## src/sv/rmq_pkg.sv

```systemverilog
`timescale 1ns / 1ps
package rmq_pkg;

	localparam int FRAC_BITS = 14;
	localparam int ONE       = 1 << FRAC_BITS;

	// root pipeline: one result bit per stage, then a rounding stage
	localparam int SQ_IN_W   = 32;
	localparam int SQ_ROOT_W = 16;
	localparam int SQ_REM_W  = SQ_ROOT_W + 4;
	localparam int SQ_LAT    = SQ_ROOT_W + 1;

	// divider pipeline: one setup stage, then one quotient bit per stage
	localparam int DV_MAG_W = 17;
	localparam int DV_N_W   = 32;
	localparam int DV_D_W   = SQ_ROOT_W + 1;
	localparam int DV_Q_W   = FRAC_BITS + 1;
	localparam int DV_LAT   = DV_Q_W + 1;

	localparam int PIPE_LAT = 1 + SQ_LAT + DV_LAT + 1;

	localparam logic [1:0] CASE_TRACE = 2'd0;
	localparam logic [1:0] CASE_X     = 2'd1;
	localparam logic [1:0] CASE_Y     = 2'd2;
	localparam logic [1:0] CASE_Z     = 2'd3;

	typedef struct packed {
		logic signed [15:0] m00;
		logic signed [15:0] m01;
		logic signed [15:0] m02;
		logic signed [15:0] m10;
		logic signed [15:0] m11;
		logic signed [15:0] m12;
		logic signed [15:0] m20;
		logic signed [15:0] m21;
		logic signed [15:0] m22;
	} mat_t;

	typedef struct packed {
		logic signed [15:0] qx;
		logic signed [15:0] qy;
		logic signed [15:0] qz;
		logic signed [15:0] qw;
		logic [1:0]         case_taken;
		logic               degenerate;
	} quat_t;

	// saturate a quotient to one and apply the sign of the difference
	function automatic logic signed [15:0] fin_part(logic [DV_Q_W-1:0] q, logic ovf,
			logic neg);
		logic [DV_Q_W-1:0] mag;
		mag = (ovf || (q > DV_Q_W'(ONE))) ? DV_Q_W'(ONE) : q;
		return neg ? -(16'(mag)) : 16'(mag);
	endfunction

endpackage

```

## src/sv/rmq_sqrt.sv

```systemverilog
`timescale 1ns / 1ps
module rmq_sqrt import rmq_pkg::*; (
	input  logic                 clk,
	input  logic                 arst_n,
	input  logic                 vld_in,
	input  logic [SQ_IN_W-1:0]   n,
	output logic                 vld_out,
	output logic [SQ_ROOT_W-1:0] r
);

	logic                 vld_s  [SQ_ROOT_W];
	logic [SQ_REM_W-1:0]  rem_s  [SQ_ROOT_W];
	logic [SQ_ROOT_W-1:0] root_s [SQ_ROOT_W];
	logic [SQ_IN_W-1:0]   nr_s   [SQ_ROOT_W];

	genvar g;
	generate
		for (g = 0; g < SQ_ROOT_W; g++) begin : g_step
			logic                 pv;
			logic [SQ_REM_W-1:0]  prem, rem_t, trial, rem_n;
			logic [SQ_ROOT_W-1:0] proot, root_n;
			logic [SQ_IN_W-1:0]   pnr;

			if (g == 0) begin : g_first
				assign pv    = vld_in;
				assign prem  = '0;
				assign proot = '0;
				assign pnr   = n;
			end else begin : g_next
				assign pv    = vld_s[g-1];
				assign prem  = rem_s[g-1];
				assign proot = root_s[g-1];
				assign pnr   = nr_s[g-1];
			end

			// bring down two bits, try root*4+1
			always_comb begin
				rem_t = {prem[SQ_REM_W-3:0], pnr[SQ_IN_W-1 -: 2]};
				trial = {(SQ_REM_W-SQ_ROOT_W-2)'(0), proot, 2'b01};
				if (rem_t >= trial) begin
					rem_n  = rem_t - trial;
					root_n = {proot[SQ_ROOT_W-2:0], 1'b1};
				end else begin
					rem_n  = rem_t;
					root_n = {proot[SQ_ROOT_W-2:0], 1'b0};
				end
			end

			always_ff @(posedge clk or negedge arst_n) begin
				if (!arst_n) vld_s[g] <= 1'b0;
				else         vld_s[g] <= pv;
			end

			always_ff @(posedge clk) begin
				rem_s[g]  <= rem_n;
				root_s[g] <= root_n;
				nr_s[g]   <= {pnr[SQ_IN_W-3:0], 2'b00};
			end
		end
	endgenerate

	// round to nearest: step up when the remainder exceeds the root
	always_ff @(posedge clk or negedge arst_n) begin
		if (!arst_n) vld_out <= 1'b0;
		else         vld_out <= vld_s[SQ_ROOT_W-1];
	end

	always_ff @(posedge clk) begin
		r <= root_s[SQ_ROOT_W-1] + SQ_ROOT_W'(rem_s[SQ_ROOT_W-1] >
			{(SQ_REM_W-SQ_ROOT_W)'(0), root_s[SQ_ROOT_W-1]});
	end

endmodule

```

## config.mk

```make
export PLATFORM = sky130hd
export DESIGN_NAME = rmq_sqrt
export DESIGN_NICKNAME = d
export VERILOG_FILES = /design/src/sv/rmq_pkg.sv /design/src/sv/rmq_sqrt.sv
export SDC_FILE = /design/constraint.sdc
export NUM_CORES = 1
export LEC_CHECK = 0
export ABC_AREA = 1
export BUFFER_PORTS_ARGS = -buffer_cell sky130_fd_sc_hd__buf_2
export CAP_MARGIN = 5
export CORE_UTILIZATION = 45
export CTS_BUF_LIST = sky130_fd_sc_hd__clkbuf_8
export CTS_CLUSTER_DIAMETER = 120
export DETAILED_ROUTE_END_ITERATION = 10
export HOLD_SLACK_MARGIN = 0.03
export PLACE_DENSITY = 0.62
export RECOVER_POWER = 25
export SYNTH_ARGS = -nofsm -noshare
export SYNTH_HDL_FRONTEND = slang
export SYNTH_SLANG_ARGS = --single-unit
```

## constraint.sdc

```tcl
create_clock -name clk -period 2.7 [get_ports clk]
set_clock_uncertainty 0.2 [all_clocks]
set_input_delay 0.27 -clock clk [delete_from_list [all_inputs] [get_ports clk]]
set_output_delay 0.27 -clock clk [all_outputs]
set_load 0.02 [all_outputs]
```

* Word level (Yosys, flattened, before mapping)
Memories as Yosys holds them, arrays and structs flattened.
Index checks and enable logic that the tools add are counted.
** Operators by class
- $add $sub $neg :: 17
- Multipliers :: 0
- Divide/modulo/power cells :: 0
- $lt $le $gt $ge :: 17
- Eq/ne operators :: 0
- Shifts and indexed selects :: 0
- Mux-type cells :: 32
- Bitwise operators :: 0
- Reduce and logical (&&, ||, !) cells :: 0
** Operator list (number)
- 20-bit 2-to-1 mux :: 16
- 20-bit by 18-bit >= comparator with 1-bit output :: 15
- 20-bit by 18-bit subtractor with 20-bit output :: 15
- 20-bit by 16-bit greater-than comparator with 1-bit output :: 1
- 16-bit by 1-bit adder with 16-bit output :: 1
- 1-bit 2-to-1 mux :: 16
- 2-bit by 1-bit subtractor with 3-bit output (second input constant) :: 1
- 2-bit by 1-bit >= comparator with 1-bit output (second input constant) :: 1
** Word-level totals
- Register bits :: 33
- Bits in latches :: 0
- Memory bits (writable) :: 1056
- Memory bits (read-only) :: 0
- Logic and storage cells :: 87
- Memories kept :: 3
** Memory list
- nr_s :: depth 16, width 30, rd ports 15, clocked after Yosys merged registers in 0, write ports 16, line rmq_sqrt.sv:14 : logic [SQ_IN_W-1:0] nr_s [SQ_ROOT_W];
- rem_s :: depth 16, width 20, rd ports 16, clocked after Yosys merged registers in 0, write ports 16, line rmq_sqrt.sv:12 : logic [SQ_REM_W-1:0] rem_s [SQ_ROOT_W];
- root_s :: depth 16, width 16, rd ports 16, clocked after Yosys merged registers in 0, write ports 16, line rmq_sqrt.sv:13 : logic [SQ_ROOT_W-1:0] root_s [SQ_ROOT_W];

* Longest topological paths before layout
Gate-level depths: netlist of the first run.
An unclocked memory read counts as a cell.
- Depth after elaboration :: 3
- Depth in mapped cells :: 18
- Depth with buffers taken out :: 18

* Worst setup path before layout of the first run
Ideal clock, no wire load.
- Path kind :: register to register
- From :: memory root_s[15][9] (netlist: root_s[1][121])
- To :: register r[14]
- Library setup time :: 0.072 ns
- Arrival :: 2.406 ns
- Data required time :: 2.428 ns
- Slack :: 0.023 ns
- Cell stages (with the launch flop) :: 18
- Buffers on the path :: 0
- Period minus slack after synthesis :: 2.677 ns
- Cells stage by stage :: dfxtp_1 > inv_1 > ha_1 > nand2_1 > nor3_1 > nand2_1 > o21ai_0 > nor2_1 > nor2_1 > ha_1 > ha_1 > nand2_1 > nor2_1 > nand3_1 > nor2_1 > nand3_1 > nor2_1 > xor2_1
** RTL lines
- start, declared :: line rmq_sqrt.sv:13
- end signal, assigned :: line rmq_sqrt.sv:69 : r <= root_s[SQ_ROOT_W-1] + SQ_ROOT_W'(rem_s[SQ_ROOT_W-1] >
- end, declared :: line rmq_sqrt.sv:8 : output logic [SQ_ROOT_W-1:0] r

==> out/qor.yml, run 1 <==
synthesis:
  synth_adder_area_share: 0.0751
  avgSynthCellArea_sq_um: 7.70
  synth.area.top_cells: "dfxtp_1 (46%), nand2_1 (15%), ha_1 (7.5%), inv_1 (7.1%), nor2_1 (4.1%)"
  syn_inst: 3744
  ys_ff_latch: 679
  synth_mux_area_frac: 0
  netlist_area_sq_um: 28800
  ys_seq_area_frac: 0.474
  synth_ff_type: "dfxtp_1"
  synthArstFlopShare: 0.0250
  synth_top_family_by_area: "simple AND/OR/NAND/NOR gates"
  yosys_warnings: 0
  synth_xor_area_frac: 0.0349
  synth-simple-area-share: 0.270
  netlist.area_leader.share: 0.460
  yosys-top-cells-count: "nand2_1 (1,153), dfxtp_1 (662), inv_1 (544)"
  synth_compound_area_frac: 0.0648
  yosysMostFrequentCell: "nand2_1"
  synth_nets: 3952
  yosys.area.top_type: "dfxtp_1"
  ys_types: 45
  synth_edf_count: 0
cts:
  clk_pin_slew_ps: 70
  clkSinkCount: 679
  cts_tree: "done"
  clk_latency_ps: 690
  htree_levels: 3
  max-clock-path-buffers: 3
  clockRootBuffer: "clkbuf_8"
  cts_buffers: 108
critical_path:
  startpoint_type: "flop"
  rrSetupSlack_ps: -80
  crit_top_cell: "buf_4"
  critPathMaxFanout: 2
  arrival_ps: 3210
  crit_required_ps: 3130
  slowest_delay_ps: 340
  rr_worst_depth: 19
  crit-reg2reg-capture: "r[8]$_DFF_P_"
  path_buf_inv: 7
  cp_top_family: "buffers and inverters"
  worstReg2RegStart: "root_s[1][126]$_DFF_P_"
  crit_chain: "inv_2 > ha_4 > nand2_4 > nor3_4 > buf_6 > nand2_4 > buf_4 > buf_4 > buf_4 > nor3_2 > nor2_1 > ha_2 > ha_4 > nand2_4 > nor2_4 > nand3_2 > buf_4 > buf_4 > xor2_1"
  path_class: "flop to flop"
  slowest_stage: "dfxtp_2"
  crit_path_end_kind: "flop"
power_and_ir_drop:
  p_total_mw: 32.5
  p_leak_nw: 17.7
  power_density_nw_per_um2: 964
  p_int_mw: 21.0
  p_switching_mw: 11.5
  pwr-share-clk: 0.281
  switching_share: 0.355
  max-vdd-ir-drop_mv: 0.522
  p_seq_frac: 0.416
  pwr-share-comb: 0.303
final_layout:
  fin_area_sq_um: 33700
  final_core_utilization: 0.534
  synthToLayoutAreaGrowth_pct: 16.9
  fillers: 6088
  multiInputGateArea_sq_um: 13000
  drive_gt1_frac: 0.101
  fin_cells: 4948
  layout.area.seq_sq_um: 13700
  fin_nets: 4216
hold_path:
  min_from: "n[31]"
  hp-class: "input pin to flop"
  worstHoldEndpoint: "rem_s[0][1]$_DFF_P_"
  worst_hold_path.num_cells: 4
global_route:
  grt_pass1_vias: 22200
  grt_start_max_net_pins: 23
  track_usage: 0.209
  grt_pass1_wl_microns: 109000
  grt_overflow: 0
  grt_antenna_before_repair: 0
floorplan:
  num_rows: 92
  ios: 52
  die_area_sq_um: 65100
  die_h_microns: 255
  start_util: 0.456
  core_sq_um: 63200
  die_w_microns: 255
timing:
  period_needed_ps: 2780
  hold_viol: 0
  relSlewSlack: 0.510
  grt_setup_unrepaired: "true"
  fin_tns_setup_ps: -481
  worst_slew_pin_slew_ps: 733
  max_clock_freq_mhz: 359
  finalCritPeriodShare: 1.03
  timing.final.max_slew_violations: 0
  layout_setup_ws_ps: -84.9
  setup_viol: 10
  hold-worst-slack_ps: 113
routing:
  wl_per_cell_microns: 13.5
  vias_per_cell: 4.67
  drtIter0Drc: 1291
  drc: 0
  dr.pass1.iters: 6
  antenna_left: 0
  vias: 23100
  wl_microns: 66900
outcome:
  violations: "negative setup slack"
  status: "finished with violations"
placement:
  place_ws_ps: -366
  gp_congestion: 0.900
  detailed_place.area_sq_um: 30400
  place_inst: 4665
  dp_hpwl_microns: 51200
  io_buffers: 51
flow_run:
  drv_cap: 0
==> area by class of cell <==
type / instances / share of cell area
inverters: 556 / 0.0619
well taps: 846 / 0.0314
diodes: 1 / 0.0000742
clock buffers: 142 / 0.0580
flip-flops and latches: 679 / 0.406
clock inverters: 61 / 0.0125
multi-input cells: 2480 / 0.387
repair buffers: 183 / 0.0438
==> placed cells by master (no fill, tap or decap), types with 31 or more instances in the layout <==
cell type      count
nand2_1         1148
dfxtp_1          658
inv_1            570
nor2_1           310
nand3_1          187
a21oi_1          178
ha_1             166
clkbuf_8         142
o21ai_0           90
xor2_1            71
dlygate4sd3_1     68
buf_4             57
nand4_1           55
buf_2             51
xnor2_1           44
nand3b_1          41
nor3_1            31
==> tightest hold or removal path: stages <==
cell           delay (ps)
dlygate4sd3_1         510
buf_2                 110
nand2_1                50
inv_1                  40
==> flip-flops by register name, summed over array words and instances, names as in the netlist <==
signal     count
nr_s         240
g_step.pv     15
rem_s        270
vld_s          1
r             16
root_s       136
vld_out        1
==> how the worst max path moves through the flow <==
stage,from,to,slack (ps),cells after the start
2_1_floorplan,root_s[1][121]$_DFF_P_,r[14]$_DFF_P_,20,17
5_1_grt,root_s[1][123]$_DFF_P_,r[10]$_DFF_P_,-260,19
3_5_place_dp,root_s[1][127]$_DFF_P_,r[14]$_DFF_P_,-370,17
3_3_place_gp,root_s[1][126]$_DFF_P_,r[14]$_DFF_P_,-290,17
4_1_cts,root_s[1][125]$_DFF_P_,r[14]$_DFF_P_,-100,18
6_report,root_s[1][126]$_DFF_P_,r[8]$_DFF_P_,-80,19
==> what timing repair did <==
item                                   4_1_cts  5_1_grt
setup buffers                                7        5
endpoints found under the hold margin       51        0
setup endpoints to repair                    9       12
resized for setup                           34       17
pin swaps                                   16       21
hold buffers                                68        0
==> logic make-up after synthesis <==
| family | after synthesis |
|---|---|
| buffers and inverters | 585 |
| AND/OR/NAND/NOR | 1849 |
| AO/OA/AOI/OAI | 342 |
| other | 1 |
| adder cells (fa/ha/maj) | 173 |
| flip-flops | 679 |
| XOR/XNOR | 115 |
==> per-layer routing <==
layer	global-route usage	routed length, microns
met1	0.275	31700
met5	0	0
met3	0.0334	2650
met2	0.348	30700
met4	0.0703	1830
==> power groups by stage <==
stage	clock (mW)	sequential (mW)	combinational, mW
floorplan	0	13.2	6.89
global placement	0	13.7	9.17
detailed placement	0	13.7	9.23
CTS	9.43	13.5	9.64
global route	9.92	13.7	11.2
finish	9.13	13.5	9.85
No activity file was read; power rests on OpenSTA's default activity.
==> run 2: changes to the inputs <==
--- a/config.mk
+++ b/config.mk
@@ -12,6 +12,7 @@
 export CTS_BUF_LIST = sky130_fd_sc_hd__clkbuf_8
 export CTS_CLUSTER_DIAMETER = 120
 export DETAILED_ROUTE_END_ITERATION = 10
+export GPL_TIMING_DRIVEN = 0
 export HOLD_SLACK_MARGIN = 0.03
 export PLACE_DENSITY = 0.62
 export RECOVER_POWER = 25
==> out/qor.yml, run 2 (synthesis results as in run 1) <==
outcome:
  status: "finished with violations"
  violations: "negative setup slack"
routing:
  wl_met1_microns: 32100
  drtIter0Drc: 1360
  dr.pass1.iters: 5
  wl_met2_microns: 29900
  antenna_left: 0
  drc: 0
  vias: 23100
  top_layer: "met4"
  wl_per_cell_microns: 13.5
  vias_per_cell: 4.68
  wl_microns: 66600
  dr_wl_met3_microns: 2790
critical_path:
  startpoint_type: "flop"
  slowest_delay_ps: 370
  critPathMaxFanout: 2
  worstReg2RegStart: "root_s[1][124]$_DFF_P_"
  crit_required_ps: 3140
  crit_path_end_kind: "flop"
  crit_chain: "inv_4 > ha_4 > nand2_4 > nor3_4 > nand2_2 > o21ai_2 > nor2_1 > nor2_1 > ha_2 > ha_4 > nand2_4 > nor2_4 > nand3_4 > nor2_4 > nand3_4 > nor2_4 > xor2_1"
  crit_top_cell: "nor2_4"
  slowest_stage: "dfxtp_4"
  arrival_ps: 3350
  cp-startpoint: "root_s[1][124]$_DFF_P_"
  path_class: "flop to flop"
timing:
  relSlewSlack: 0.515
  worst_slew_pin_slew_ps: 725
  hold_viol: 0
  setup_viol: 8
  period_needed_ps: 2900
  max_clock_freq_mhz: 344
  grt_setup_unrepaired: "true"
  timing.final.max_slew_violations: 0
  layout_setup_ws_ps: -204
  finalCritPeriodShare: 1.08
global_route:
  grt_antenna_before_repair: 1
  grt_pass1_wl_microns: 107000
  grt_overflow: 0
  track_usage: 0.206
  grt_start_max_net_pins: 18
  grt_pass1_vias: 21900
floorplan:
  num_rows: 92
  start_util: 0.456
  die_w_microns: 255
  die_h_microns: 255
  die_area_sq_um: 65100
  core_sq_um: 63200
  ios: 52
placement:
  dp_hpwl_microns: 50300
  io_buffers: 51
  gp_congestion: 0.911
  detailed_place.area_sq_um: 30100
final_layout:
  drive_gt1_frac: 0.103
  fillers: 6013
  largest-register: "rem_s"
  fin_area_sq_um: 33900
  final_common_cell: "nand2_1"
  final_cell_mix: "nand2_1 (1,148), dfxtp_1 (650), inv_1 (559), nor2_1 (309), nand3_1 (188)"
  largestRegisters: "rem_s: 270 flops, nr_s: 240 flops, root_s: 136 flops"
  largest_reg_flops: 270
  fin_nets: 4196
  synthToLayoutAreaGrowth_pct: 17.6
power_and_ir_drop:
  max-vdd-ir-drop_mv: 0.642
  p_leak_nw: 17.7
  p_total_mw: 33.4
  power_density_nw_per_um2: 984
hold_path:
  min_from: "nr_s[1][24]$_DFF_P_"
  hp-class: "flop to flop"
cts:
  clk_latency_ps: 710
  clkSinkCount: 679
  cts_buffers: 109
  cts_tree: "done"
  max-clock-path-buffers: 3
  clk_pin_slew_ps: 60
  htree_levels: 3
  clockRootBuffer: "clkbuf_8"
flow_run:
  drv_cap: 0
-- run 2: cell count changes in the layout (fill, tap and decap cells not counted), moves of 5 or more --
cell,before,now
buf_4,57,22
inv_1,570,559
buf_6,3,13
dfxtp_1,658,650
buf_2,51,58
bufinv_16,4,11
clkbuf_8,142,147
clkinvlp_4,8,3
dfxtp_2,4,9
-- run 2: metrics by stage --
step / instances / setup TNS [ps] / worst slack [ps] / hold slack [ps] / util
2_1_floorplan: 3744 / 0 / 22.6 / -226 / -
6_report: 4931 / -1140 / -204 / 113 / 0.536
3_3_place_gp: 4641 / -5390 / -771 / -3.29 / 0.477
4_1_cts: 4927 / -428 / -153 / 53.3 / 0.534
5_1_grt: 4931 / -1980 / -305 / 92.0 / 0.536
3_5_place_dp: 4641 / -5130 / -770 / 9.01 / 0.477
-- run 2: worst paths after layout --
check                                    endpoint  cells past startpoint  slack [ps]
min in group asynchronous  g_step[2].pv$_DFF_PN0_                      3         500
hold / removal                nr_s[1][56]$_DFF_P_                      0         110
max in group asynchronous       vld_out$_DFF_PN0_                      3        1340
setup reg to reg                    r[14]$_DFF_P_                     17        -200
hold reg to reg               nr_s[1][56]$_DFF_P_                      0         110
setup / recovery                    r[14]$_DFF_P_                     17        -200
-- run 2: timing repair --
item	in CTS	in global routing
resized for setup	55	22
setup endpoints to repair	12	11
cloned	0	0
buffers inserted	11	3
hold endpoints to repair	51	0
pin swaps	20	21
hold buffers	68	0
-- run 2: metal layers --
layer / vias to the layer above / GRT usage
met1: 10300 / 0.275
met4: 0 / 0.0727
met2: 425 / 0.335
met5: - / 0
li1: 12200 / -
met3: 130 / 0.0348
-- run 2: critical path, delay by kind of cell, from the launching register on --
kind                     cells  cell delay (ps)
buffers and inverters        1               40
XOR/XNOR                     1              150
adder cells (fa/ha/maj)      3              680
flip-flops                   1              370
AO/OA/AOI/OAI                1              150
AND/OR/NAND/NOR             11             1250
-- run 2: area by class of cell --
cell class                 count  area [sq um]  area share
tap                          846          1060      0.0312
clock inverter                60           608      0.0179
clock buffer                 147          2020      0.0597
buffer                        29           241     0.00712
sequential                   679         13700       0.404
multi-input combinational   2480         13100       0.387
inverter                     556          2090      0.0616
antenna                        1          2.50   0.0000738
timing repair buffer         133          1040      0.0308
-- run 2: where the power goes --
group	internal, mW	total [mW]	leakage, nW	switching, mW
Clock	5.96	10.0	1.44	4.08
Combinational	3.68	9.83	10.5	6.14
Sequential	12.1	13.5	5.74	1.43
