[src/sv/rmq_pkg.sv]
`timescale 1ns / 1ps
package rmq_pkg;

	localparam int FRAC_BITS = 14;
	localparam int ONE       = 1 << FRAC_BITS;

	// root pipeline: one result bit per stage, then a rounding stage
	localparam int SQ_IN_W   = 32;
	localparam int SQ_ROOT_W = 16;
	localparam int SQ_REM_W  = SQ_ROOT_W + 4;
	localparam int SQ_LAT    = SQ_ROOT_W + 1;

	// divider pipeline: one setup stage, then one quotient bit per stage
	localparam int DV_MAG_W = 17;
	localparam int DV_N_W   = 32;
	localparam int DV_D_W   = SQ_ROOT_W + 1;
	localparam int DV_Q_W   = FRAC_BITS + 1;
	localparam int DV_LAT   = DV_Q_W + 1;

	localparam int PIPE_LAT = 1 + SQ_LAT + DV_LAT + 1;

	localparam logic [1:0] CASE_TRACE = 2'd0;
	localparam logic [1:0] CASE_X     = 2'd1;
	localparam logic [1:0] CASE_Y     = 2'd2;
	localparam logic [1:0] CASE_Z     = 2'd3;

	typedef struct packed {
		logic signed [15:0] m00;
		logic signed [15:0] m01;
		logic signed [15:0] m02;
		logic signed [15:0] m10;
		logic signed [15:0] m11;
		logic signed [15:0] m12;
		logic signed [15:0] m20;
		logic signed [15:0] m21;
		logic signed [15:0] m22;
	} mat_t;

	typedef struct packed {
		logic signed [15:0] qx;
		logic signed [15:0] qy;
		logic signed [15:0] qz;
		logic signed [15:0] qw;
		logic [1:0]         case_taken;
		logic               degenerate;
	} quat_t;

	// saturate a quotient to one and apply the sign of the difference
	function automatic logic signed [15:0] fin_part(logic [DV_Q_W-1:0] q, logic ovf,
			logic neg);
		logic [DV_Q_W-1:0] mag;
		mag = (ovf || (q > DV_Q_W'(ONE))) ? DV_Q_W'(ONE) : q;
		return neg ? -(16'(mag)) : 16'(mag);
	endfunction

endpackage

[src/sv/rmq_div.sv]
`timescale 1ns / 1ps
module rmq_div import rmq_pkg::*; (
	input  logic                 clk,
	input  logic                 arst_n,
	input  logic                 vld_in,
	input  logic [DV_MAG_W-1:0]  mag,
	input  logic [SQ_ROOT_W-1:0] r,
	output logic                 vld_out,
	output logic [DV_Q_W-1:0]    q,
	output logic                 ovf
);

	logic [DV_N_W-1:0] num;
	logic [DV_D_W-1:0] den;

	logic              vld_s0;
	logic [DV_N_W-1:0] rem_s0;
	logic [DV_D_W-1:0] den_s0;
	logic              ovf_s0;

	logic              vld_s  [DV_Q_W];
	logic [DV_N_W-1:0] rem_s  [DV_Q_W];
	logic [DV_D_W-1:0] den_s  [DV_Q_W];
	logic              ovf_s  [DV_Q_W];
	logic [DV_Q_W-1:0] quo_s  [DV_Q_W];

	// (mag * ONE + r) / (2r), rounded by the added r
	assign num = DV_N_W'({mag, FRAC_BITS'(0)}) + DV_N_W'(r);
	assign den = {r, 1'b0};

	always_ff @(posedge clk or negedge arst_n) begin
		if (!arst_n) vld_s0 <= 1'b0;
		else         vld_s0 <= vld_in;
	end

	// a quotient that needs more bits than kept saturates anyway
	always_ff @(posedge clk) begin
		rem_s0 <= num;
		den_s0 <= den;
		ovf_s0 <= num >= (DV_N_W'(den) << DV_Q_W);
	end

	genvar g;
	generate
		for (g = 0; g < DV_Q_W; g++) begin : g_step
			localparam int B = DV_Q_W - 1 - g;
			logic              pv, povf;
			logic [DV_N_W-1:0] prem, sub;
			logic [DV_D_W-1:0] pden;
			logic [DV_Q_W-1:0] pquo;

			if (g == 0) begin : g_first
				assign pv   = vld_s0;
				assign prem = rem_s0;
				assign pden = den_s0;
				assign povf = ovf_s0;
				assign pquo = '0;
			end else begin : g_next
				assign pv   = vld_s[g-1];
				assign prem = rem_s[g-1];
				assign pden = den_s[g-1];
				assign povf = ovf_s[g-1];
				assign pquo = quo_s[g-1];
			end

			assign sub = DV_N_W'(pden) << B;

			always_ff @(posedge clk or negedge arst_n) begin
				if (!arst_n) vld_s[g] <= 1'b0;
				else         vld_s[g] <= pv;
			end

			always_ff @(posedge clk) begin
				den_s[g] <= pden;
				ovf_s[g] <= povf;
				if (prem >= sub) begin
					rem_s[g] <= prem - sub;
					quo_s[g] <= pquo | (DV_Q_W'(1) << B);
				end else begin
					rem_s[g] <= prem;
					quo_s[g] <= pquo;
				end
			end
		end
	endgenerate

	assign vld_out = vld_s[DV_Q_W-1];
	assign q       = quo_s[DV_Q_W-1];
	assign ovf     = ovf_s[DV_Q_W-1];

endmodule

[config.mk]
export PLATFORM = sky130hd
export DESIGN_NAME = rmq_div
export DESIGN_NICKNAME = d
export VERILOG_FILES = /design/src/sv/rmq_pkg.sv /design/src/sv/rmq_div.sv
export SDC_FILE = /design/constraint.sdc
export NUM_CORES = 1
export LEC_CHECK = 0
export BUFFER_PORTS_ARGS = -buffer_cell sky130_fd_sc_hd__clkbuf_2
export CAP_MARGIN = 20
export CORE_MARGIN = 3
export CORE_UTILIZATION = 55
export CTS_BUF_LIST = sky130_fd_sc_hd__clkbuf_8
export DETAILED_ROUTE_END_ITERATION = 10
export PLACE_DENSITY = 0.75
export SLEW_MARGIN = 20
export SYNTH_ARGS = -nofsm -noshare
export SYNTH_HDL_FRONTEND = slang
export SYNTH_SLANG_ARGS = --single-unit
export TNS_END_PERCENT = 10
[constraint.sdc]
create_clock -name clk -period 2.9 [get_ports clk]
set_input_delay 0.29 -clock clk [delete_from_list [all_inputs] [get_ports clk]]
set_output_delay 0.29 -clock clk [all_outputs]
set_load 0.01 [all_outputs]
# Yosys cells after proc, flatten, opt, wreduce, memory -nomap -nowiden

Memories as Yosys holds them, arrays and structs flattened.
Index checks and enable logic that the tools add are counted.

Bits in registers: 65
RAM bits: 975
Bits of input ports: 36
Logic and storage cells: 160
Memories: 4

Add/sub/neg operators: 16
Order comparisons: 16
Multiplexer cells: 75
Bitwise operators: 30

Memories:

| memory | depth | width | read ports | clocked after Yosys merged registers in | write ports | line          | RTL |
|---|---|---|---|---|---|---|---|
| rem_s  | 15    | 32    | 14         | 0                                       | 15          | rmq_div.sv:22 | `logic [DV_N_W-1:0] rem_s [DV_Q_W];` |
| den_s  | 15    | 17    | 14         | 0                                       | 15          | rmq_div.sv:23 | `logic [DV_D_W-1:0] den_s [DV_Q_W];` |
| quo_s  | 15    | 15    | 15         | 0                                       | 15          | rmq_div.sv:25 | `logic [DV_Q_W-1:0] quo_s [DV_Q_W];` |
| ovf_s  | 15    | 1     | 15         | 0                                       | 15          | rmq_div.sv:24 | `logic ovf_s [DV_Q_W];` |

Operators by type and width:

| kind                                         | count |
|---|---|
| two-way mux 32 bit                           | 15 |
| two-way mux 15 bit                           | 15 |
| two-way mux 1 bit                            | 45 |
| adder 31 x 16 -> 32 bit                      | 1 |
| greater-or-equal comparator 32 x 17 -> 1 bit | 1 |
| greater-or-equal comparator 32 x 18 -> 1 bit | 1 |
| greater-or-equal comparator 32 x 19 -> 1 bit | 1 |
| greater-or-equal comparator 32 x 20 -> 1 bit | 1 |
| greater-or-equal comparator 32 x 21 -> 1 bit | 1 |
| greater-or-equal comparator 32 x 22 -> 1 bit | 1 |
| greater-or-equal comparator 32 x 23 -> 1 bit | 1 |
| greater-or-equal comparator 32 x 24 -> 1 bit | 1 |
| greater-or-equal comparator 32 x 25 -> 1 bit | 1 |
| greater-or-equal comparator 32 x 26 -> 1 bit | 1 |
| greater-or-equal comparator 32 x 27 -> 1 bit | 1 |
| greater-or-equal comparator 32 x 28 -> 1 bit | 1 |
| greater-or-equal comparator 32 x 29 -> 1 bit | 1 |
| greater-or-equal comparator 32 x 30 -> 1 bit | 1 |
| greater-or-equal comparator 32 x 31 -> 1 bit | 1 |
| greater-or-equal comparator 32 bit           | 1 |
| subtractor 32 x 17 -> 32 bit                 | 1 |
| subtractor 32 x 18 -> 32 bit                 | 1 |
| subtractor 32 x 19 -> 32 bit                 | 1 |
| subtractor 32 x 20 -> 32 bit                 | 1 |
| 12 further kinds                             | 41 |

# Depth between registers and ports, before layout

Gate-level depths: netlist of the first run.
An unclocked memory read counts as a cell.

Depth in word-level cells: 5
Depth in mapped cells: 14
Depth with buffers taken out: 14

# Worst setup path before layout of the first run

OpenSTA, ideal clock, no wires.

Path type: input port to flip-flop
Start: in mag[0]
End: reg ovf_s0 (netlist: g_step[0].povf)
Setup time: 0.070 ns
Arrival: 2.906 ns
Required time: 2.830 ns
Path slack: -0.076 ns
Cell stages on the path: 14
Buffers on the path: 0
Cell sequence: ha_1 -> inv_1 -> fa_1 -> nand3b_1 -> xnor2_1 -> ha_1 -> or4b_2 -> nor4_1 -> a41oi_1 -> a21oi_1 -> a211oi_1 -> o21ai_0 -> o2111ai_1 -> a21oi_1

Word-level cells in the longest chain between the ends: 2

Ends and longest elaborated chain:

| element                            | line          | RTL |
|---|---|---|
| start, declared                    | rmq_div.sv:6  | `input logic [DV_MAG_W-1:0] mag,` |
| adder 31 x 16 -> 32 bit            | rmq_div.sv:28 | `assign num = DV_N_W'({mag, FRAC_BITS'(0)}) + DV_N_W'(r);` |
| via num[18]                        | rmq_div.sv:13 | `logic [DV_N_W-1:0] num;` |
| greater-or-equal comparator 32 bit | rmq_div.sv:40 | `ovf_s0 <= num >= (DV_N_W'(den) << DV_Q_W);` |
| end signal, assigned               | rmq_div.sv:40 |  |
| end, declared                      | rmq_div.sv:19 | `logic ovf_s0;` |

The timed path passes the listed nets, and every way through them passes these cells.

# Worst setup path after layout of the first run

Start: in mag[1]
End: reg ovf_s0 (netlist: g_step[0].povf)

The elaborated chain is that of the path after synthesis.

==> results summary, run 1 <==
The run finished, with violations left. The final reports fail on negative setup slack. The final weighted congestion in routability-driven placement came out at 0.927. Entering global routing, the biggest net connects 33 pins. The initial utilization of the core area, before any placement, comes to 0.561. The post-synthesis area per instance is 9.54 µm². The clock group share of total power is 0.226. The number of detailed-routing iterations run before antenna repair came out at 5. The measured slew at the worst slew-check pin came out at 0.666 ns. The number of failing hold endpoints at the final stage is 0. The final routed DRC violation total came out at 0. The count of H-tree levels built during CTS came out at 3. The most used flip-flop cell after synthesis is sky130_fd_sc_hd__dfxtp_1. The detailed-route wire length per cell came out at 15.7 µm. The minimum setup slack after placement came out at -0.348 ns.

The relative contribution of sequential cells to total power is 0.361. The overall die height came out at 250 µm. The power share of the combinational group is 0.413. After layout, the minimum clock period comes to between 2 and 3 ns.

The first global-routing pass estimated 119,000 µm of wire. The die width is 250 µm. The worst path required time is 3.57 ns. The tree is rooted in a sky130_fd_sc_hd__clkbuf_8. Summed over all nets, the switching power comes to 15.3 mW. Summing all non-filler instances in the final layout gives an area of 0.0384 mm². The total routed wirelength came out at roughly 73,000 µm.

The post-synthesis compound-gate area fraction is 0.156. The arrival time at the worst endpoint is 3.63 ns. Setup repair after global routing could not meet its margin everywhere.

The area added between synthesis and finish is 17.2%. Of the total power, the share spent switching nets is 0.362. The total number of vias came out at 25,200. In this run the worst path has a maximum fanout of 2. The worst supply voltage drop on vdd is 0.717 mV. The via count of the first global-routing pass came out at 25,100. Synthesis inferred 740 register bits. Power spread over the standard cell area amounts to 1100 mW/mm². The number of buffers added by the clock tree synthesis step came out at 114. The number of cell rows is 88. The relative slew slack is 0.555. Once routing completed, OpenROAD measured the worst setup slack at -0.0637 ns.

The clock latency on the worst-skew pair came out at 0.74 ns. The sequential-to-total area share from yosys stat is 0.455. The number of synthesized flops with an enable pin is 0.

Leaving out fill and tap cells, the most frequent cell in the layout is sky130_fd_sc_hd__dfxtp_1. After synthesis, the netlist uses 98 different library cells. The floorplan step defined a die boundary enclosing 0.0625 mm². The number of max-cap violations came out at 0. Of the cells placed in the final design, the portion with a size suffix greater than 1 is 0.142. The adder and majority gate portion of the synthesized area is 0.107. Summed over all cells, the static leakage comes to ~17 nW.

The final cycle utilization of the critical path is 1.02. The min-delay analysis places its worst path in the category input port to register. The fmax came out at 337 MHz. The share of Yosys cell area claimed by the top area cell type came out at 0.443. The antenna violation net count after detailed routing is 0. The placeable core region came out at 0.0584 mm². The synthesized instance count is 3,433. The half-perimeter wire length after placement is between 50,000 and 60,000 µm.

The share of synthesized cell area in and, or, nand and nor gates came out at 0.143. The share of the synthesized netlist area taken by xor and xnor gates came out at 0.0738. The total overflow reported by the global router is 0. The overall global routing resource usage came out at 0.226. The clock tree buffer depth came out at 3.

Sorting the synthesized cells by area gives the leading types as sky130_fd_sc_hd__dfxtp_1, sky130_fd_sc_hd__ha_1, sky130_fd_sc_hd__xor2_1, sky130_fd_sc_hd__a21oi_1, sky130_fd_sc_hd__inv_1. The number of I/O port buffers came out at 52. The worst-case clock skew came out at approximately 0.037 ns. TritonCTS built the clock tree. The area of placed instances is 0.0349 mm². The synthesized design spends more area on one cell type than any other, namely sky130_fd_sc_hd__dfxtp_1. Dividing the detail-routed via count by the number of cells gives 5.47.

The mux contribution to synthesized area came out at 0.0193. For this run, asynchronously set or reset flops after synthesis account for 0.0216. The number of antenna violations at the first check in global routing is 1. The number of nets in the synthesized netlist is 3,741. The number of pins exceeding their max-slew limit in the final report came out at 0. Leaving out fill and tap cells, the most frequent cells in the layout are sky130_fd_sc_hd__dfxtp_1, sky130_fd_sc_hd__inv_1, sky130_fd_sc_hd__ha_1. The dominant combinational cell family by area after synthesis is compound AO/OA/AOI/OAI gates. The worst setup path category is input port to register. The internal portion of total power came out at 26.9 mW. The type of destination of the critical path is a register. Clock tree synthesis found a total of 740 sinks. The final count of negative-setup-slack endpoints came out at 2.

After the last flow step, the layout net total stands at approximately 4,000. The warning count from the yosys run came out at 0. The I/O pin total is 53.

Clock-pin slew was measured on the worst setup and hold paths at 0.06 ns. STA classifies the critical path startpoint as an input port. The cell area that synthesis handed to floorplanning was 0.0328 mm². For this block, the initial DRC count from the detailed router was 1,460.
-- worst paths after layout --
| check | start | end | slack [ns] | depth (start not counted) |
|---|---|---|---|---|
| setup / recovery | mag[1] | g_step[0].povf | -0.06 | 15 |
| hold / removal | vld_in | g_step[0].pv | 0.21 | 2 |
| setup reg to reg | rem_s[6][8] | rem_s[7][27] | 0 | 11 |
| hold reg to reg | quo_s[7][10] | quo_s[8][10] | 0.30 | 0 |
| max in group asynchronous | arst_n | vld_out | 1.77 | 3 |
| min in group asynchronous | arst_n | g_step[1].pv | 0.70 | 3 |
-- cell type report --
type / count / area [µm²]
multi-input cells: 2317 / 16700
repair buffers: 266 / 2050
fillers: 4553 / 20000
inverters: 313 / 1170
well taps: 765 / 957
clock inverters: 71 / 691
diodes: 1 / 2.50
clock buffers: 139 / 1910
flip-flops and latches: 740 / 14900
-- power by group through the flow --
| stage | logic [mW] | registers [mW] | clock network [mW] |
|---|---|---|---|
| 5_1_grt | 19.5 | 15.6 | 10.2 |
| 6_report | 17.4 | 15.3 | 9.53 |
| 3_3_place_gp | 16.5 | 15.4 | 0 |
| 4_1_cts | 17.0 | 15.2 | 9.74 |
| 2_1_floorplan | 13.0 | 14.7 | 0 |
| 3_5_place_dp | 16.8 | 15.4 | 0 |
-- metrics by stage --
| step | hold slack (ns) | setup TNS, ns | instances | utilization | power [mW] |
|---|---|---|---|---|---|
| finish | 0.209 | -0.0662 | 4612 | 0.658 | 42.2 |
| global route | 0.144 | -0.872 | 4612 | 0.658 | 45.2 |
| CTS | 0.141 | 0 | 4601 | 0.651 | 42.0 |
| detailed placement | 0.225 | -0.752 | 4346 | 0.599 | 32.2 |
| global placement | 0.208 | -0.383 | 4346 | 0.599 | 31.9 |
| floorplan | -0.00559 | 0 | 3433 | - | 27.7 |
-- routing by layer --
metal,track usage,vias up,share of wire
li1,-,12700,-
met2,0.418,625,0.51
met3,0.0385,237,0.041
met5,0,-,0
met1,0.250,11700,0.40
met4,0.108,0,0.047
-- what timing repair did --
| item | 4_1_cts | 5_1_grt |
|---|---|---|
| buffers inserted | 0 | 8 |
| endpoints found under the setup margin | 11 | 154 |
| gates resized for setup | 3 | 63 |
| cloned | 0 | 2 |
| endpoints found under the hold margin | 51 | 1 |
| pin swaps | 3 | 16 |
| hold buffers | 45 | 1 |
-- synth_stat cells (21+ instances only) --
master	n
sky130_fd_sc_hd__nor3_1	73
sky130_fd_sc_hd__nand2_1	236
sky130_fd_sc_hd__dfxtp_1	724
sky130_fd_sc_hd__nand3_1	51
sky130_fd_sc_hd__a211oi_1	28
sky130_fd_sc_hd__inv_1	312
sky130_fd_sc_hd__xor2_1	153
sky130_fd_sc_hd__a21o_1	72
sky130_fd_sc_hd__o21ai_0	186
sky130_fd_sc_hd__xnor2_1	123
sky130_fd_sc_hd__nor2_1	231
sky130_fd_sc_hd__o211ai_1	23
sky130_fd_sc_hd__ha_1	257
sky130_fd_sc_hd__mux2_2	45
sky130_fd_sc_hd__o21a_1	48
sky130_fd_sc_hd__nor4_1	47
sky130_fd_sc_hd__a21oi_1	248
sky130_fd_sc_hd__nand2b_1	46
sky130_fd_sc_hd__clkbuf_1	33
sky130_fd_sc_hd__o31a_1	21
sky130_fd_sc_hd__nor2b_1	40
sky130_fd_sc_hd__nand4_1	40
sky130_fd_sc_hd__or3_1	33
-- worst max-delay path, stage by stage --
cell and delay (ns):
sky130_fd_sc_hd__dlygate4sd3_1 0.55, sky130_fd_sc_hd__clkbuf_2 0.14, sky130_fd_sc_hd__inv_1 0.06, sky130_fd_sc_hd__fa_2 0.35, sky130_fd_sc_hd__nand3b_1 0.18, sky130_fd_sc_hd__xnor2_1 0.17, sky130_fd_sc_hd__ha_1 0.31, sky130_fd_sc_hd__or4b_4 0.49
sky130_fd_sc_hd__nor4_4 0.19, sky130_fd_sc_hd__a41oi_2 0.18, sky130_fd_sc_hd__a21oi_2 0.22, sky130_fd_sc_hd__a211oi_2 0.07, sky130_fd_sc_hd__o21ai_1 0.13, sky130_fd_sc_hd__o2111ai_1 0.14, sky130_fd_sc_hd__a21oi_1 0.15
-- sequential cells by signal (all words and copies together), names as in the netlist --
signal       count
rem_s          448
quo_s          120
den_s          106
g_step.prem     32
g_step.pv       15
ovf_s           15
den_s0           2
g_step.povf      1
vld_out          1
-- kinds of logic after synthesis --
group / Yosys count
simple gates: 922
buf+inv: 377
flops: 740
fa+ha+maj: 272
mux: 55
compound gates: 791
xor+xnor: 276
No activity file was read; power rests on OpenSTA's default activity.
==> run 2, diff against run 1 <==
PLACE_DENSITY = 0.82   (was 0.75)
==> run 2 against run 1 <==
Compared with the run above: the flow still finishes with violations (negative setup slack); clock-buffer cell count up 3; total power is 0.70% lower; wire length grew 5.2%; via count increased by 3.0%; global-route usage grew 0.52 points; clock power down 7.2%; non-clock buffer count decreased by 1; flip-flop and latch count did not move; maximum frequency increased by 1.7%; worst setup slack improved by 0.049 ns; clock skew up 0.00073 ns; core utilization barely moved; largest cell class unchanged.
==> results summary, run 2 (synthesized netlist as in run 1, its figures left out) <==
The average vias per placed instance came out at 5.64 (+3.1%). The cell area power density is 1090 mW/mm² (-0.66%). The library cell used most frequently in the layout, excluding fill and tap cells, is sky130_fd_sc_hd__dfxtp_1. Setup repair after global routing could not meet its margin everywhere. The measured slew at the worst slew-check pin is 0.904 ns (+0.238 ns). The maximum net fanout on the critical path came to 14 (+12). The worst-case clock skew came to 0.0374 ns (+0.000727 ns). The static leakage power was 17.4 nW (-0.26%).

The clock group share of total power came out at 0.211 (-0.015). The count of clock tree sinks is 740 (unchanged). The largest registers in the layout are rem_s (448), quo_s (120), den_s (106).

The final count of negative-setup-slack endpoints came out at 3 (+1). The aggregate negative setup slack is -0.0361 ns (+0.0301 ns). The worst setup path category is register to register.

The number of cell rows came out at 88 (unchanged). The overall global routing resource usage was 0.231 (+0.00522). The worst setup path is launched from a register. The count of nets after finishing is 4,054 (-0.15%). The total routed wirelength is 76,300 µm (+5.2%). The final routed DRC violation total is 0 (unchanged). The worst setup path is captured at a register. The number of I/O port buffers was 52 (unchanged). The switching power total is 15.6 mW (+1.8%). The number of pins exceeding their max-slew limit in the final report is 0 (unchanged).

The most flop-heavy register is rem_s. The number of flip-flops under the largest register name is 448 (unchanged). The wire length of the first global-routing pass came out at 121,000 µm (+2.4%). The worst path required time came to 3.50 ns (-0.07 ns). The number of buffers added by the clock tree synthesis step is 110 (-3.5%). The final reports fail on negative setup slack.

The CTS root buffer is sky130_fd_sc_hd__clkbuf_8. The tightest min-delay check is of the input port to register type. The antenna violation net count after detailed routing came to 0 (unchanged). The relative contribution of sequential cells to total power is 0.364 (+0.003).

The area added between synthesis and finish was 17.2% (about the same). The total number of vias is 26,000 (+3.0%). The detailed-route wire length per cell came to 16.6 µm (+5.3%). The slowest stage of the critical path is the sky130_fd_sc_hd__nor4_1 cell. The number of max-cap violations came to 0 (unchanged). The I/O pin total came to 53 (unchanged). The sum of internal, switching and leakage power was 41.9 mW (-0.70%). The clock slew seen by the registers of the worst setup and hold paths came out at 0.06 ns (about the same). The final critical-path setup slack is -0.0148 ns (+0.0489 ns).

In the layout the commonest cells are sky130_fd_sc_hd__dfxtp_1, sky130_fd_sc_hd__inv_1, sky130_fd_sc_hd__ha_1. The placeable core region is 0.0584 mm² (unchanged). The die width is 250 µm (unchanged). The half-perimeter wire length after placement is 52,800 µm (about the same). The clock latency on the worst-skew pair was 0.74 ns (about the same). The power share of the combinational group is 0.425 (+0.012). The arrival time at the worst endpoint came out at 3.51 ns (-0.12 ns).

The count of H-tree levels built during CTS came out at 3 (unchanged). The maximum number of pins on one net before global-route repair came out at 29 (-12%). The fmax is 343 MHz (+1.7%).

The number of failing hold endpoints at the final stage came to 0 (unchanged). The final critical-path required period is 2.91 ns (-0.0489 ns). The initial cell density of the core is 0.561 (unchanged). The maximum cell stage delay along the critical path is 0.79 ns (+0.24 ns). The run finished, with violations left.

The total overflow reported by the global router is 0 (unchanged). The critical path goes through nor4_1 -> a41oi_1 -> o211a_1 -> o31a_1 -> o211ai_1 -> buf_6 -> mux2_2. The worst supply voltage drop on vdd was 0.662 mV (-7.7%). The clock tree buffer depth is 3 (unchanged). The area of the die was 0.0625 mm² (unchanged). TritonCTS built the clock tree. The via count of the first global-routing pass is 26,100 (+3.8%). The number of detailed-routing iterations run before antenna repair is 5 (unchanged). The share of layout cells above drive strength 1 came to 0.149 (+0.00695). The final cycle utilization of the critical path came out at 1.01 (-0.0168). The switching share of total power is 0.371 (+0.00916). The relative slew slack was 0.392 (-0.163). The final weighted congestion in routability-driven placement is 0.913 (-1.5%). The internal portion of total power came out at 26.4 mW (-2.1%). The number of antenna violations at the first check in global routing came out at 1 (unchanged). The overall die height came out at 250 µm (unchanged).

The number of DRC markers in iteration 0 is 1,796 (+23%).
==> run 2: metal layers <==
layer	up-vias	GRT usage	routed length, µm
met2	859	0.444	39800
met1	12100	0.239	28800
met5	-	0	0
li1	12700	-	-
met3	324	0.0362	3550
met4	0	0.125	4140
==> run 2: power groups by stage <==
stage	clock (mW)	sequential [mW]	combinational [mW]
floorplan	0	14.7	13.0
detailed placement	0	15.4	16.9
global placement	0	15.3	16.4
finish	8.84	15.3	17.8
global route	9.47	15.5	19.8
CTS	9.02	15.2	17.2
==> run 2: final timing paths <==
| check | startpoint | to | slack, ns | cells after the start |
|---|---|---|---|---|
| max | rem_s[0][11] | rem_s[1][29] | -0.01 | 7 |
| min | r[15] | g_step[0].prem[15] | 0.15 | 4 |
| max reg2reg | rem_s[0][11] | rem_s[1][29] | -0.01 | 7 |
| min reg2reg | quo_s[10][8] | quo_s[11][8] | 0.32 | 0 |
| max in group asynchronous | arst_n | g_step[11].pv | 1.76 | 3 |
| min in group asynchronous | arst_n | g_step[10].pv | 0.70 | 3 |
==> run 2: layout make-up <==
| class | instances | area [µm²] |
|---|---|---|
| Antenna cell | 2 | 5.00 |
| Inverter | 313 | 1170 |
| Clock inverter | 65 | 455 |
| Sequential cell | 740 | 14900 |
| Clock buffer | 142 | 1950 |
| Tap cell | 765 | 957 |
| Multi-Input combinational cell | 2316 | 16900 |
| Timing Repair Buffer | 265 | 2060 |
| Fill cell | 4270 | 20000 |
==> run 2: through the flow <==
step / hold WS [ns] / instance area [µm²] / std cells / setup WS, ns / utilization
after floorplan: -0.00559 / 32800 / 3433 / 0.0501 / -
after global placement: 0.211 / 35000 / 4346 / -0.372 / 0.599
after detailed placement: 0.224 / 35000 / 4346 / -0.418 / 0.599
after CTS: 0.0635 / 37900 / 4597 / 0.00148 / 0.649
after global routing: 0.145 / 38400 / 4607 / -0.116 / 0.657
final: 0.147 / 38400 / 4608 / -0.0148 / 0.657
==> run 2: timing repair <==
item                                    CTS  global route
resized for setup                         8            90
hold endpoints to repair                 51             0
buffers inserted                          0            10
pin swaps                                 3            19
hold buffers                             44             0
endpoints found under the setup margin   27           167
==> run 2: critical path, delay by kind of cell, from the launching register on <==
kind,cells,cell delay (ns)
and+or+nand+nor,1,0.79
DFF,1,0.32
muxes,1,0.35
AOI/OAI and AO/OA,4,1.12
buffers and inverters,1,0.21
